**config.mk**
```make
export PLATFORM = sky130hd
export DESIGN_NAME = sorted_deadline_timer_queue
export DESIGN_NICKNAME = d
export VERILOG_FILES = /design/src/rtl/sdtq_pkg.sv /design/src/rtl/sdtq_dp.sv /design/src/rtl/sdtq_ctrl.sv /design/src/rtl/sorted_deadline_timer_queue.sv
export SDC_FILE = /design/constraint.sdc
export NUM_CORES = 2
export LEC_CHECK = 0
export ABC_CLOCK_PERIOD_IN_PS = 10800
export BUFFER_PORTS_ARGS = -buffer_cell sky130_fd_sc_hd__clkbuf_2
export CORE_ASPECT_RATIO = 1.25
export CORE_MARGIN = 2
export CORE_UTILIZATION = 45
export DETAILED_ROUTE_END_ITERATION = 6
export SYNTH_ARGS = -nofsm -noshare
export SYNTH_HDL_FRONTEND = slang
export SYNTH_HIERARCHICAL = 1
export SYNTH_SLANG_ARGS = --single-unit
```
**constraint.sdc**
```tcl
create_clock -name clk -period 10.8 [get_ports clk]
set_input_delay 0 -clock clk [delete_from_list [all_inputs] [get_ports clk]]
set_output_delay 0 -clock clk [all_outputs]
set_load 0.02 [all_outputs]
```
**src/rtl/sdtq_pkg.sv**
```systemverilog
// Package for the sorted deadline timer queue: default sizes, function codes,
// and the command/status structs between the controller and the datapath.
// No dependencies.
package sdtq_pkg;

  localparam int DEF_NUM_TIMERS = 16;
  localparam int DEF_TIME_BITS  = 32;

  // Most expirations reported by one service item
  localparam int MAX_BURST    = 16;
  localparam int BURST_BITS   = $clog2(MAX_BURST + 1);

  localparam logic [1:0] FUNC_ARM     = 2'd0;
  localparam logic [1:0] FUNC_STOP    = 2'd1;
  localparam logic [1:0] FUNC_SERVICE = 2'd2;

  typedef enum logic [1:0] {
    EMIT_CMD,
    EMIT_FIRE,
    EMIT_NONE
  } emit_kind_t;

  typedef struct packed {
    logic       load;
    logic       unlink;
    logic       link;
    logic       pop;
    logic       emit;
    emit_kind_t emit_kind;
    logic       emit_last;
  } dp_cmd_t;

  typedef struct packed {
    logic [1:0] func;
    logic       slot_ok;
    logic       head_due;
    logic       out_free;
  } dp_status_t;

endpackage

```
**src/rtl/sdtq_dp.sv**
```systemverilog
// Datapath of the timer queue: sorted entry list, armed flags, item registers
// and the result register. Depends on sdtq_pkg; driven by sdtq_ctrl.
module sdtq_dp #(
  parameter int NUM_TIMERS = sdtq_pkg::DEF_NUM_TIMERS,
  parameter int TIME_BITS  = sdtq_pkg::DEF_TIME_BITS
) (
  input  logic                clk,
  input  logic                rst_n,
  input  sdtq_pkg::dp_cmd_t   cmd,
  output sdtq_pkg::dp_status_t st,
  input  logic [1:0]          in_func,
  input  logic [3:0]          in_slot,
  input  logic [30:0]         in_delay,
  input  logic [31:0]         in_now,
  output logic                out_valid,
  input  logic                out_ready,
  output logic [3:0]          out_expired_slot,
  output logic                out_fired,
  output logic                out_slot_active,
  output logic                out_last
);

  localparam int SW = (NUM_TIMERS > 1) ? $clog2(NUM_TIMERS) : 1;
  localparam int CW = $clog2(NUM_TIMERS + 1);

  // True when (a - b) read as a signed value is above zero
  function automatic logic later_than(input logic [TIME_BITS-1:0] a,
                                      input logic [TIME_BITS-1:0] b);
    logic [TIME_BITS-1:0] d;
    d = a - b;
    return (d != '0) && !d[TIME_BITS-1];
  endfunction

  logic [1:0]           func_r;
  logic [3:0]           slot_r;
  logic [TIME_BITS-1:0] now_r;
  logic [TIME_BITS-1:0] new_dl_r;
  logic [SW-1:0]        pend_r;

  logic [SW-1:0]        slot_q_r   [NUM_TIMERS];
  logic [SW-1:0]        slot_q_nxt [NUM_TIMERS];
  logic [TIME_BITS-1:0] dl_q_r     [NUM_TIMERS];
  logic [TIME_BITS-1:0] dl_q_nxt   [NUM_TIMERS];
  logic [CW-1:0]        count_r;
  logic [NUM_TIMERS-1:0] armed_r;

  logic                 out_valid_r;
  logic [3:0]           out_slot_r;
  logic                 out_fired_r;
  logic                 out_active_r;
  logic                 out_last_r;

  logic [SW-1:0]         slot_idx;
  logic                  slot_ok;
  logic                  full;
  logic                  out_free;
  logic                  active_now;
  logic [NUM_TIMERS-1:0] valid_v;
  logic [NUM_TIMERS-1:0] match_v;
  logic [NUM_TIMERS-1:0] keep_v;
  logic [NUM_TIMERS-1:0] above_v;
  logic [NUM_TIMERS-1:0] ins_v;
  logic [NUM_TIMERS-1:0] up_v;

  assign slot_idx   = SW'(slot_r);
  assign slot_ok    = int'(slot_r) < NUM_TIMERS;
  assign full       = count_r == CW'(NUM_TIMERS);
  assign out_free   = !out_valid_r || out_ready;
  assign active_now = slot_ok && (func_r inside {sdtq_pkg::FUNC_ARM, sdtq_pkg::FUNC_STOP})
                      && armed_r[slot_idx];

  assign st.func     = func_r;
  assign st.slot_ok  = slot_ok;
  assign st.head_due = (count_r != '0) && !later_than(dl_q_r[0], now_r);
  assign st.out_free = out_free;

  // Per-entry compare and shift network
  for (genvar j = 0; j < NUM_TIMERS; j++) begin : g_entry
    logic [SW-1:0]        upper_slot;
    logic [TIME_BITS-1:0] upper_dl;
    logic [SW-1:0]        lower_slot;
    logic [TIME_BITS-1:0] lower_dl;

    assign valid_v[j] = CW'(j) < count_r;
    assign match_v[j] = valid_v[j] && (slot_q_r[j] == slot_idx);
    // Entry sits at or above the matched entry
    assign above_v[j] = |(match_v & ~({NUM_TIMERS{1'b1}} << (j + 1)));

    if (j < NUM_TIMERS - 1) begin : g_up
      assign upper_slot = slot_q_r[j+1];
      assign upper_dl   = dl_q_r[j+1];
    end else begin : g_top
      assign upper_slot = slot_q_r[j];
      assign upper_dl   = dl_q_r[j];
    end

    if (j > 0) begin : g_lo
      assign lower_slot = slot_q_r[j-1];
      assign lower_dl   = dl_q_r[j-1];
      // Keep only the leading run of entries that are not later than the new one
      assign keep_v[j]  = valid_v[j] && !later_than(dl_q_r[j], new_dl_r) && keep_v[j-1];
      assign ins_v[j]   = !keep_v[j] && keep_v[j-1];
      assign up_v[j]    = valid_v[j-1] && !keep_v[j-1];
    end else begin : g_bot
      assign lower_slot = slot_q_r[j];
      assign lower_dl   = dl_q_r[j];
      assign keep_v[j]  = valid_v[j] && !later_than(dl_q_r[j], new_dl_r);
      assign ins_v[j]   = !keep_v[j];
      assign up_v[j]    = 1'b0;
    end

    always_comb begin
      slot_q_nxt[j] = slot_q_r[j];
      dl_q_nxt[j]   = dl_q_r[j];
      if (cmd.pop || (cmd.unlink && above_v[j])) begin
        slot_q_nxt[j] = upper_slot;
        dl_q_nxt[j]   = upper_dl;
      end else if (cmd.link && !full) begin
        if (ins_v[j]) begin
          slot_q_nxt[j] = slot_idx;
          dl_q_nxt[j]   = new_dl_r;
        end else if (up_v[j]) begin
          slot_q_nxt[j] = lower_slot;
          dl_q_nxt[j]   = lower_dl;
        end
      end
    end
  end

  always_ff @(posedge clk) begin
    if (cmd.load) begin
      func_r   <= in_func;
      slot_r   <= in_slot;
      now_r    <= TIME_BITS'(in_now);
      new_dl_r <= TIME_BITS'(in_now) + TIME_BITS'(in_delay);
    end
    if (cmd.pop) begin
      pend_r <= slot_q_r[0];
    end
    for (int j = 0; j < NUM_TIMERS; j++) begin
      slot_q_r[j] <= slot_q_nxt[j];
      dl_q_r[j]   <= dl_q_nxt[j];
    end
    if (cmd.emit) begin
      case (cmd.emit_kind)
        sdtq_pkg::EMIT_CMD: begin
          out_slot_r   <= 4'd0;
          out_fired_r  <= 1'b0;
          out_active_r <= active_now;
          out_last_r   <= 1'b1;
        end
        sdtq_pkg::EMIT_FIRE: begin
          out_slot_r   <= 4'(pend_r);
          out_fired_r  <= 1'b1;
          out_active_r <= 1'b0;
          out_last_r   <= cmd.emit_last;
        end
        default: begin
          out_slot_r   <= 4'd0;
          out_fired_r  <= 1'b0;
          out_active_r <= 1'b0;
          out_last_r   <= 1'b1;
        end
      endcase
    end
  end

  always_ff @(posedge clk) begin
    if (!rst_n) begin
      count_r     <= '0;
      armed_r     <= '0;
      out_valid_r <= 1'b0;
    end else begin
      if (cmd.pop) begin
        count_r                <= count_r - 1'b1;
        armed_r[slot_q_r[0]]   <= 1'b0;
      end else if (cmd.unlink) begin
        if (|match_v) begin
          count_r <= count_r - 1'b1;
        end
        armed_r[slot_idx] <= 1'b0;
      end else if (cmd.link && !full) begin
        count_r           <= count_r + 1'b1;
        armed_r[slot_idx] <= 1'b1;
      end
      if (cmd.emit) begin
        out_valid_r <= 1'b1;
      end else if (out_ready) begin
        out_valid_r <= 1'b0;
      end
    end
  end

  assign out_valid        = out_valid_r;
  assign out_expired_slot = out_slot_r;
  assign out_fired        = out_fired_r;
  assign out_slot_active  = out_active_r;
  assign out_last         = out_last_r;

  a_count_range: assert property (@(posedge clk) disable iff (!rst_n)
    int'(count_r) <= NUM_TIMERS)
    else $error("queued count beyond capacity");

  a_armed_count: assert property (@(posedge clk) disable iff (!rst_n)
    $countones(armed_r) == int'(count_r))
    else $error("armed flags disagree with queued count");

  a_pop_nonempty: assert property (@(posedge clk) disable iff (!rst_n)
    cmd.pop |-> (count_r != '0))
    else $error("pop from empty list");

  a_emit_free: assert property (@(posedge clk) disable iff (!rst_n)
    cmd.emit |-> out_free)
    else $error("result written over an untaken result");

endmodule

```
**src/rtl/sdtq_ctrl.sv**
```systemverilog
// Controller of the timer queue: sequences unlink, link, service pops and
// result writes. Depends on sdtq_pkg; drives sdtq_dp.
module sdtq_ctrl (
  input  logic                 clk,
  input  logic                 rst_n,
  input  logic                 in_valid,
  output logic                 in_ready,
  input  sdtq_pkg::dp_status_t st,
  output sdtq_pkg::dp_cmd_t    cmd
);

  typedef enum logic [2:0] {
    S_IDLE,
    S_EXEC,
    S_LINK,
    S_RESP,
    S_SRV_TEST,
    S_SRV_NEXT,
    S_SRV_NONE
  } state_t;

  state_t                            state_r, state_nxt;
  logic [sdtq_pkg::BURST_BITS-1:0]   burst_r, burst_nxt;
  logic                              more_due;

  assign in_ready = state_r == S_IDLE;
  assign more_due = st.head_due && (int'(burst_r) < sdtq_pkg::MAX_BURST);

  always_comb begin
    state_nxt     = state_r;
    burst_nxt     = burst_r;
    cmd           = '0;
    cmd.emit_kind = sdtq_pkg::EMIT_CMD;
    case (state_r)
      S_IDLE: begin
        if (in_valid) begin
          cmd.load  = 1'b1;
          state_nxt = S_EXEC;
        end
      end
      S_EXEC: begin
        burst_nxt = '0;
        if ((st.func inside {sdtq_pkg::FUNC_ARM, sdtq_pkg::FUNC_STOP}) && st.slot_ok) begin
          cmd.unlink = 1'b1;
          state_nxt  = (st.func == sdtq_pkg::FUNC_ARM) ? S_LINK : S_RESP;
        end else if (st.func == sdtq_pkg::FUNC_SERVICE) begin
          state_nxt = S_SRV_TEST;
        end else begin
          state_nxt = S_RESP;
        end
      end
      S_LINK: begin
        cmd.link  = 1'b1;
        state_nxt = S_RESP;
      end
      S_RESP: begin
        if (st.out_free) begin
          cmd.emit  = 1'b1;
          state_nxt = S_IDLE;
        end
      end
      S_SRV_TEST: begin
        // Only reached with nothing pending; no due head means an empty result
        if (more_due) begin
          cmd.pop   = 1'b1;
          burst_nxt = burst_r + 1'b1;
          state_nxt = S_SRV_NEXT;
        end else begin
          state_nxt = S_SRV_NONE;
        end
      end
      S_SRV_NEXT: begin
        // Report the popped slot once the next head is known
        if (st.out_free) begin
          cmd.emit      = 1'b1;
          cmd.emit_kind = sdtq_pkg::EMIT_FIRE;
          cmd.emit_last = !more_due;
          state_nxt     = more_due ? S_SRV_TEST : S_IDLE;
        end
      end
      S_SRV_NONE: begin
        if (st.out_free) begin
          cmd.emit      = 1'b1;
          cmd.emit_kind = sdtq_pkg::EMIT_NONE;
          state_nxt     = S_IDLE;
        end
      end
      default: begin
        state_nxt = S_IDLE;
      end
    endcase
  end

  always_ff @(posedge clk) begin
    if (!rst_n) begin
      state_r <= S_IDLE;
      burst_r <= '0;
    end else begin
      state_r <= state_nxt;
      burst_r <= burst_nxt;
    end
  end

endmodule

```
**src/rtl/sorted_deadline_timer_queue.sv**
```systemverilog
// Sorted deadline timer queue: one controller and one datapath.
// After a transfer the controller runs EXEC, then LINK for arm, then RESP to
// write the result; service runs EXEC, then SRV_TEST and SRV_NEXT per expiry.
// One item at a time: a new command is taken only after its last result write;
// each result write also waits for the output register.
// Reset (synchronous, rst_n low) empties the list and clears all armed flags.
module sorted_deadline_timer_queue #(
  parameter int NUM_TIMERS = sdtq_pkg::DEF_NUM_TIMERS,
  parameter int TIME_BITS  = sdtq_pkg::DEF_TIME_BITS
) (
  input  logic        clk,
  input  logic        rst_n,
  input  logic        in_valid,
  output logic        in_ready,
  input  logic [1:0]  in_func,
  input  logic [3:0]  in_slot,
  input  logic [30:0] in_delay,
  input  logic [31:0] in_now,
  output logic        out_valid,
  input  logic        out_ready,
  output logic [3:0]  out_expired_slot,
  output logic        out_fired,
  output logic        out_slot_active,
  output logic        out_last
);

  sdtq_pkg::dp_cmd_t    cmd;
  sdtq_pkg::dp_status_t st;

  sdtq_ctrl u_ctrl (
    .clk      (clk),
    .rst_n    (rst_n),
    .in_valid (in_valid),
    .in_ready (in_ready),
    .st       (st),
    .cmd      (cmd)
  );

  sdtq_dp #(
    .NUM_TIMERS (NUM_TIMERS),
    .TIME_BITS  (TIME_BITS)
  ) u_dp (
    .clk              (clk),
    .rst_n            (rst_n),
    .cmd              (cmd),
    .st               (st),
    .in_func          (in_func),
    .in_slot          (in_slot),
    .in_delay         (in_delay),
    .in_now           (in_now),
    .out_valid        (out_valid),
    .out_ready        (out_ready),
    .out_expired_slot (out_expired_slot),
    .out_fired        (out_fired),
    .out_slot_active  (out_slot_active),
    .out_last         (out_last)
  );

endmodule

```
==> results.cfg <==
[sta]
finClkSkew_ns = 0.07254
final_hold_viol_count = 0
setup_violating_endpoint_count_in_the_final_report = 0
grt_setup_unrepaired = false
max_slew.worst_pin.slew_ns = 1.461
totalNegativeSetupSlack_ns = 0
final_critical_path_time_including_i_o_delays_and_setup_ns = 9.649
max-slew-margin-rel = 0.02505
timing_max_transition_violations_final = 0
max_clock_freq_ghz = 0.1036
final_min_period_over_clock_period = 0.8934
layout_setup_ws_ns = 1.151

[final_layout]
final.fill_count = 14540
post_route_cells_drive_above_1_share = 0.07139
syn_to_final_growth_pct = 8.958
number_of_nets_in_the_layout = 8697

[routing]
routed_wl_um = 324500
wl_cell_um = 32.00
remaining_drc_errors = 3
vias_per_cell = 6.786
drt_first_iter_violations = 8639
firstDrtPassIters = 7
vias = 68810
number_of_routed_nets_with_antenna_violations = 0

[power]
vdd.ir_drop.worst_v = 0.0001152
power_frac_comb = 0.463
clock_power_share = 0.254
sequentialPowerShare = 0.284
p_int_mw = 6.309
netSwitchingFraction = 0.4291
p_leak_nw = 29.16
switchingPower_mw = 4.742
post-layout-total-power_mw = 11.05
power_per_cell_area_nw_per_um2 = 148.5

[setup_path]
timing.reg2reg.worst_path_depth = 32
worst_setup_path_end_kind = register
path_max_fanout = 78
highest_cell_delay_on_the_worst_timing_path_ns = 0.58
critical_path.startpoint_type = register
cp.required_ns = 11.19
timing.setup.critical_path_class = reg2reg
worst-endpoint-arrival_ns = 10.04
worst_path_max_delay_cell = sky130_fd_sc_hd__a31o_2

[hold_path]
hold_wc_path_type = in2reg
hold-path-cell-count = 2

[clocking]
cts_tree = yes
cts.repair_timing.setup_buffer_count = 0
cts_inserted_buffers = 79
clk_pin_slew_ns = 0.06
cts.sinks = 687
cts_h_tree_depth = 3
cts-root-to-sink-buffers = 3
insertion_delay_ns = 0.76
clockRootBuffer = sky130_fd_sc_hd__clkbuf_16

[yosys]
synth_sequential_area_ratio = 0.2977
async_flop_share = 0
ys_top_cells_by_area = sky130_fd_sc_hd__edfxtp_1 29%, sky130_fd_sc_hd__ha_1 10%, sky130_fd_sc_hd__mux2i_1 6.9%, sky130_fd_sc_hd__o21ai_0 5.5%, sky130_fd_sc_hd__nand2_1 5.0%
mappedNetlistNets = 8698
yosysWarnings = 6
synth-edff-count = 657
syn_avg_cell_area_sq_um = 8.489
synth.largest_area_cell = sky130_fd_sc_hd__edfxtp_1
ys.flop_type = sky130_fd_sc_hd__edfxtp_1
ys_types = 113
post_synth_inst_count = 8044
postSynthRegisterBits = 687
synth.cell_area_sq_um = 68290
post-synth-top-area-fraction = 0.2889

[global_route]
first_global_vias = 64200
number_of_antenna_violations_at_the_first_check_in_global_routing = 20
grt_first_pass_wirelength_um = 454600
grt_start_max_net_pins = 79
grt_remaining_overflow = 0
grt_usage = 0.4022

[die]
die_area_sq_um = 154900
initial_core_util = 0.4540
dieWidth_um = 352.4
placement_rows = 159
i_o_pin_total = 82
core-area_sq_um = 150400
floorplan.die.height_um = 439.5

[place]
routabilityCongestion = 1.032
port-buffer-count = 81
worst_slack_after_detailed_placement_ns = 1.420
dpl.hpwl_um = 245200

[job]
max_cap_violations = 0

[status]
violated_checks = design-rule violations
run_status = finished with violations
==> per-stage QoR <==
stage | util | cells | area [sq um] | hold slack [ns]
floorplan | - | 8044 | 68290 | 0.09887
global placement | 0.4713 | 9891 | 70890 | 0.1780
detailed placement | 0.4713 | 9891 | 70890 | 0.1851
CTS | 0.4944 | 10120 | 74360 | 0.01144
global route | 0.4944 | 10120 | 74360 | 0.02880
finish | 0.4947 | 10140 | 74400 | 0.02367
==> routing by layer <==
metal  wire, um  vias up  GRT usage  share of wire
li1           -    30350          -              -
met1     111200    32800     0.4436           0.34
met2     142200     4304     0.6346           0.44
met3      33320     1349    0.09415           0.10
met4      37790       10     0.3906           0.12
met5         84        -          0        0.00026
==> cells in the final DEF, fill, tap and decap left out, types with 61 or more instances in the layout <==
| master | instances |
|---|---|
| sky130_fd_sc_hd__o21ai_0 | 752 |
| sky130_fd_sc_hd__mux2i_1 | 472 |
| sky130_fd_sc_hd__a21o_1 | 177 |
| sky130_fd_sc_hd__clkbuf_16 | 79 |
| sky130_fd_sc_hd__a21oi_1 | 619 |
| sky130_fd_sc_hd__and2_1 | 61 |
| sky130_fd_sc_hd__a211oi_1 | 78 |
| sky130_fd_sc_hd__nor2_1 | 587 |
| sky130_fd_sc_hd__nor3_1 | 165 |
| sky130_fd_sc_hd__ha_1 | 563 |
| sky130_fd_sc_hd__inv_1 | 288 |
| sky130_fd_sc_hd__clkbuf_2 | 81 |
| sky130_fd_sc_hd__xor2_1 | 107 |
| sky130_fd_sc_hd__nor2b_1 | 92 |
| sky130_fd_sc_hd__nand3_1 | 191 |
| sky130_fd_sc_hd__a31oi_1 | 64 |
| sky130_fd_sc_hd__dlygate4sd3_1 | 83 |
| sky130_fd_sc_hd__buf_4 | 144 |
| sky130_fd_sc_hd__nand2_1 | 898 |
| sky130_fd_sc_hd__xnor2_1 | 204 |
| sky130_fd_sc_hd__nand2b_1 | 126 |
| sky130_fd_sc_hd__nand4_1 | 116 |
| sky130_fd_sc_hd__edfxtp_1 | 657 |
| sky130_fd_sc_hd__o211ai_1 | 121 |
| sky130_fd_sc_hd__o21a_1 | 107 |
==> power by group through the flow <==
stage          Clock (mW)  Sequential, mW  Combinational (mW)
5_1_grt              2.89            3.13                5.42
3_3_place_gp            0            3.18                4.84
3_5_place_dp            0            3.18                4.86
6_report             2.80            3.13                5.12
2_1_floorplan           0            3.14                3.28
4_1_cts              2.80            3.13                4.92
==> cells in the mapped netlist, types with 33 or more instances <==
cell and instances:
sky130_fd_sc_hd__nand2_1 901, sky130_fd_sc_hd__o21ai_0 752, sky130_fd_sc_hd__edfxtp_1 657, sky130_fd_sc_hd__a21oi_1 620
sky130_fd_sc_hd__nor2_1 592, sky130_fd_sc_hd__ha_1 563, sky130_fd_sc_hd__mux2i_1 472, sky130_fd_sc_hd__clkbuf_1 312
sky130_fd_sc_hd__inv_1 308, sky130_fd_sc_hd__xnor2_1 204, sky130_fd_sc_hd__nand3_1 193, sky130_fd_sc_hd__a21o_1 177
sky130_fd_sc_hd__nor3_1 165, sky130_fd_sc_hd__nand2b_1 127, sky130_fd_sc_hd__o211ai_1 121, sky130_fd_sc_hd__nand4_1 116
sky130_fd_sc_hd__o21a_1 108, sky130_fd_sc_hd__xor2_1 107, sky130_fd_sc_hd__nor2b_1 92, sky130_fd_sc_hd__a211oi_1 78
sky130_fd_sc_hd__and2_1 68, sky130_fd_sc_hd__a31oi_1 64, sky130_fd_sc_hd__nor4_1 62, sky130_fd_sc_hd__o21bai_1 62
sky130_fd_sc_hd__and3_1 59, sky130_fd_sc_hd__or3_1 58, sky130_fd_sc_hd__o22ai_1 51, sky130_fd_sc_hd__buf_2 49
sky130_fd_sc_hd__mux2_2 47, sky130_fd_sc_hd__o2111ai_1 45, sky130_fd_sc_hd__o31ai_1 43, sky130_fd_sc_hd__a2111oi_0 37
sky130_fd_sc_hd__nor3b_1 37, sky130_fd_sc_hd__or2_2 34, sky130_fd_sc_hd__a211o_1 33, sky130_fd_sc_hd__or4_1 33
==> area by class of cell <==
class,instances,area [sq um],area share
clock buffers,98,2048,0.02753
well taps,2012,2517,0.03383
multi-input cells,6659,45400,0.6101
inverters,308,1156,0.01554
clock inverters,50,590.6,0.007937
flip-flops and latches,687,20330,0.2732
repair buffers,308,2317,0.03114
diodes,19,47.55,0.0006390
==> flip-flops by register name (all words and copies together) (netlist names), 4 cells and up, named ones only <==
register / cells
u_dp/slot_q_r: 64
u_dp/pend_r: 4
u_dp/count_r: 5
u_dp/now_r: 32
u_dp/dl_q_r: 512
u_dp/new_dl_r: 32
u_dp/slot_idx: 4
u_ctrl/burst_r: 5
u_dp/out_expired_slot: 4
==> cells by family after synthesis <==
family                   Yosys count  share of synthesized area
AO/OA/AOI/OAI                   2553                     0.2399
XOR/XNOR                         311                    0.03989
adder cells (fa/ha/maj)          581                     0.1084
buffers and inverters            698                    0.04029
flip-flops                       687                     0.2977
multiplexers                     553                    0.08496
other                              1                 0.00005492
AND/OR/NAND/NOR                 2660                     0.1887
==> critical path: cells and delay by family, from the launching register on <==
kind | cells | cell delay (ns)
flops | 1 | 0.39
compound gates | 19 | 5.38
simple gates | 6 | 1.76
fa+ha+maj | 2 | 0.39
mux | 1 | 0.16
buf+inv | 4 | 1.16
==> final timing paths <==
| check | from | endpoint | slack, ns |
|---|---|---|---|
| hold / removal | rst_n | register | 0.02 |
| setup reg to reg | u_dp/dl_q_r[0][0]$_DFFE_PP_ | u_dp/dl_q_r[1][173]$_DFFE_PP_ | 1.15 |
| hold reg to reg | u_ctrl/burst_r[3]$_SDFFE_PN0P_ | u_ctrl/burst_r[3]$_SDFFE_PN0P_ | 0.52 |
| setup / recovery | u_dp/dl_q_r[0][0]$_DFFE_PP_ | u_dp/dl_q_r[1][173]$_DFFE_PP_ | 1.15 |
==> what timing repair did <==
action,in CTS,in global routing
hold endpoints to repair,78,0
hold buffers,83,0
resized for setup,0,0
Power figures use the tool's default switching activity.
